[src/tdc_div_cell.sv]
module tdc_div_cell #(
    parameter int NW = 8,
    parameter int DW = 4,
    parameter int SW = 1
) (
    input  logic          clk,
    input  logic          rst_n,
    input  logic          en,
    input  logic          in_valid,
    input  logic [DW-1:0] in_rem,
    input  logic [NW-1:0] in_num,
    input  logic [DW-1:0] in_div,
    input  logic [SW-1:0] in_side,
    output logic          out_valid,
    output logic [DW-1:0] out_rem,
    output logic [NW-1:0] out_num,
    output logic [DW-1:0] out_div,
    output logic [SW-1:0] out_side
);

    logic          valid_reg;
    logic [DW-1:0] rem_reg, rem_next, div_reg;
    logic [NW-1:0] num_reg, num_next;
    logic [SW-1:0] side_reg;
    logic [DW:0]   trial, diff;
    logic          ge;

    // one restoring step: shift in next dividend bit, subtract if it fits
    always_comb
    begin
        trial    = {in_rem, in_num[NW-1]};
        diff     = trial - {1'b0, in_div};
        ge       = (trial >= {1'b0, in_div});
        rem_next = ge ? diff[DW-1:0] : trial[DW-1:0];
        num_next = {in_num[NW-2:0], ge};
    end

    always_ff @(posedge clk or negedge rst_n)
    begin
        if (!rst_n)
        begin
            valid_reg <= 1'b0;
        end
        else if (en)
        begin
            valid_reg <= in_valid;
        end
    end

    always_ff @(posedge clk)
    begin
        if (en)
        begin
            rem_reg  <= rem_next;
            num_reg  <= num_next;
            div_reg  <= in_div;
            side_reg <= in_side;
        end
    end

    assign out_valid = valid_reg;
    assign out_rem   = rem_reg;
    assign out_num   = num_reg;
    assign out_div   = div_reg;
    assign out_side  = side_reg;

endmodule

[src/tdc_div_chain.sv]
module tdc_div_chain #(
    parameter int NW = 8,
    parameter int DW = 4,
    parameter int SW = 1
) (
    input  logic          clk,
    input  logic          rst_n,
    input  logic          en,
    input  logic          in_valid,
    input  logic [NW-1:0] in_num,
    input  logic [DW-1:0] in_div,
    input  logic [SW-1:0] in_side,
    output logic          out_valid,
    output logic [NW-1:0] out_quo,
    output logic [SW-1:0] out_side
);

    logic          valid_w [0:NW];
    logic [DW-1:0] rem_w   [0:NW];
    logic [NW-1:0] num_w   [0:NW];
    logic [DW-1:0] div_w   [0:NW];
    logic [SW-1:0] side_w  [0:NW];

    assign valid_w[0] = in_valid;
    assign rem_w[0]   = '0;
    assign num_w[0]   = in_num;
    assign div_w[0]   = in_div;
    assign side_w[0]  = in_side;

    // row of cells, one quotient bit per cell
    for (genvar i = 0; i < NW; i++)
    begin : g_cell
        tdc_div_cell #(.NW(NW), .DW(DW), .SW(SW)) u_cell (
            .clk      (clk),
            .rst_n    (rst_n),
            .en       (en),
            .in_valid (valid_w[i]),
            .in_rem   (rem_w[i]),
            .in_num   (num_w[i]),
            .in_div   (div_w[i]),
            .in_side  (side_w[i]),
            .out_valid(valid_w[i+1]),
            .out_rem  (rem_w[i+1]),
            .out_num  (num_w[i+1]),
            .out_div  (div_w[i+1]),
            .out_side (side_w[i+1])
        );
    end

    assign out_valid = valid_w[NW];
    assign out_quo   = num_w[NW];
    assign out_side  = side_w[NW];

endmodule

[config.mk]
export PLATFORM = sky130hd
export DESIGN_NAME = tdc_div_chain
export DESIGN_NICKNAME = d
export VERILOG_FILES = /design/src/tdc_div_cell.sv /design/src/tdc_div_chain.sv
export SDC_FILE = /design/constraint.sdc
export NUM_CORES = 1
export LEC_CHECK = 0
export ABC_CLOCK_PERIOD_IN_PS = 1800
export BUFFER_PORTS_ARGS = -buffer_cell sky130_fd_sc_hd__buf_2
export CORE_ASPECT_RATIO = 1.2
export CORE_UTILIZATION = 30
export CTS_BUF_LIST = sky130_fd_sc_hd__clkbuf_8
export CTS_CLUSTER_SIZE = 20
export DETAILED_ROUTE_END_ITERATION = 7
export PLACE_DENSITY = 0.5
export SLEW_MARGIN = 30
export SYNTH_ARGS = -nofsm -noshare
export SYNTH_HDL_FRONTEND = slang
export SYNTH_HIERARCHICAL = 1
export SYNTH_SLANG_ARGS = --single-unit
[constraint.sdc]
create_clock -name clk -period 1.8 [get_ports clk]
set_input_delay 0.18 -clock clk [delete_from_list [all_inputs] [get_ports clk]]
set_output_delay 0.18 -clock clk [all_outputs]
set_load 0.01 [all_outputs]
==> results.sh <==
export IMPL_outcome="completed"
export IMPL_final_common_cell="edfxtp_1"
export IMPL_wl_per_cell_um=11.3
export IMPL_area_growth_pct=19.2
export IMPL_clk_path_buf_depth=2
export IMPL_p_leak_nw=2.66
export IMPL_hold_viol_final=0
export IMPL_finalClockSkew_ns=0.00954
export IMPL_design_die_area_um2=19800
export IMPL_slew_violations=0
export IMPL_via_per_inst=4.12
export IMPL_wl_mm=7.94
export IMPL_met3_usage_pct=4.07
export IMPL_critical_path_class="reg -> reg"
export IMPL_dp_cells=655
export IMPL_hold_path_end="g_cell[0].u_cell/out_rem[0]"
export IMPL_drt_iter0_markers=144
export IMPL_maxCapViolCount=0
export IMPL_antenna_found_initial=0
export IMPL_seqPwrFrac_pct=50.6
export IMPL_dieWidth_um=129
export IMPL_p_per_area_nw_per_um2=1180
export IMPL_drcViolationCount=0
export IMPL_post_route_util_pct=36.5
export IMPL_dpl_hpwl_mm=5.41
export IMPL_cp_end_kind="flip-flop"
export IMPL_num_vias=2893
export IMPL_grt_max_degree=57
export IMPL_critPathLaunchType="flip-flop"
export IMPL_cts_buffers=17
export IMPL_finalSetupViolCount=0
export IMPL_cts_tree="done"
export IMPL_grt_first_pass_wirelength_mm=13.6
export IMPL_gp_congestion=0.718
export IMPL_rsz0062_at_grt="false"
export IMPL_pwr_share_comb_pct=19.5
export IMPL_top_usage_layer="met2"
export IMPL_timing_rr_end="g_cell[3].u_cell/out_rem[2]"
export IMPL_grt_use_met1_pct=8.66
export IMPL_crit_arrival_ns=1.92
export IMPL_timing_fmax_mhz=579
export IMPL_cts_sinks=136
export IMPL_p_sw_share_pct=27.3
export IMPL_drt_pass1_iter_count=3
export IMPL_drive_gt1_share_pct=26.0
export IMPL_irDropWorstVdd_v=0.000419
export IMPL_final_nets=490
export IMPL_ff2ff_setup_slack_ns=0.07
export IMPL_p_switching_w=0.00221
export IMPL_instances_no_fill=703
export IMPL_timing_final_crit_period_ns=1.73
export IMPL_pin_count=27
export IMPL_min_period_over_period_pct=96.0
export IMPL_synth_cells=358
export IMPL_use_met2_pct=16.5
export IMPL_syn_area_per_cell_um2=16.1
export IMPL_yosysWarningCount=6
export IMPL_grt_overflow=0
export IMPL_fin_tns_setup_ns=0
export IMPL_clkTransAtPathRegs_ns=0.08
export IMPL_clockPowerShare_pct=29.9
export IMPL_insertion_delay_ns=0.44
export IMPL_cts_resized=0
export IMPL_coreArea_um2=18900
export IMPL_synth_area_um2=5770
export IMPL_first_global_vias=3066
export IMPL_grtUsageTotal_pct=9.19
export IMPL_portBuffers=26
export IMPL_hold_class="in -> reg"
export IMPL_ant_nets=0
export IMPL_diodes=0
export IMPL_worstPathMaxFanout=4
export IMPL_reg2reg_from="g_cell[2].u_cell/out_div[2]"
export IMPL_layout_common_cells="128 x edfxtp_1, 43 x inv_1, 32 x ha_1"
export IMPL_worstHoldStart="in_num[7]"
export IMPL_htreeDepth=4
export IMPL_hold_depth=3
export IMPL_root_buffer="clkbuf_8"
export IMPL_die_h_um=154
export IMPL_fp_row_count=55
export IMPL_ff2ff_path_depth=6
export IMPL_power_internal_w=0.00589
export IMPL_initial_utilization_pct=30.6
export IMPL_cp_required_ns=1.99
[state kept, by name, summed over array words and instances (netlist names)]
signal                   cells
g_cell.u_cell/out_valid      8
g_cell.u_cell/out_rem       28
g_cell.u_cell/out_side       8
g_cell.u_cell/out_div       28
g_cell.u_cell/out_num       64
[metal layers]
metal  vias to the layer above  share of wire (%)
li1                       1443                  -
met1                      1396                 39
met2                        38                 55
met3                        16                3.9
met4                         0                2.3
met5                         -                  0
[cell type report]
cell class              count  area [um2]
fillers                  1854       12000
clock buffers              18         248
repair buffers             51         384
well taps                 256         320
clock inverters            14         134
inverters                  47         176
multi-input cells         181        1580
flip-flops and latches    136        4040
[power by group through the flow]
stage               Clock [W]  Sequential, W  Combinational (W)
detailed placement          0        0.00418            0.00156
global route          0.00268        0.00414            0.00176
global placement            0        0.00416            0.00150
floorplan                   0        0.00415            0.00114
CTS                   0.00255        0.00411            0.00158
finish                0.00242        0.00410            0.00158
[stage by stage]
step | power [W] | hold WS [ns] | area, um2 | setup WS (ns)
after detailed placement | 0.00574 | 0.0319 | 6350 | 0.0412
after floorplan | 0.00530 | -0.116 | 5800 | 0.182
final | 0.00810 | 0.0894 | 6880 | 0.0720
after global routing | 0.00858 | 0.0664 | 6880 | 0.0242
after CTS | 0.00824 | 0.0475 | 6870 | 0.0318
after global placement | 0.00566 | 0.0180 | 6350 | 0.121
[critical path: stages (launching register included)]
cell and delay [ns]:
edfxtp_1 0.36, inv_1 0.05, ha_1 0.35, o21ai_1 0.20, a21oi_2 0.08, nor2_4 0.14, mux2_4 0.30
[worst max path at each step]
stage                                     start                          end  cells past startpoint
CTS                 g_cell[2].u_cell/out_div[2]  g_cell[3].u_cell/out_rem[2]                      6
finish              g_cell[2].u_cell/out_div[2]  g_cell[3].u_cell/out_rem[2]                      6
global route        g_cell[2].u_cell/out_div[2]  g_cell[3].u_cell/out_rem[2]                      6
detailed placement  g_cell[2].u_cell/out_div[2]  g_cell[3].u_cell/out_rem[2]                      6
floorplan           g_cell[0].u_cell/out_rem[1]  g_cell[1].u_cell/out_rem[2]                      5
global placement    g_cell[2].u_cell/out_div[0]  g_cell[3].u_cell/out_rem[2]                      5
[what timing repair did]
item / CTS / global route
endpoints found under the hold margin: 21 / 0
endpoints found under the setup margin: 0 / 1
hold buffers: 14 / 0
setup buffers: 0 / 2
No activity file was read; power rests on OpenSTA's default activity.
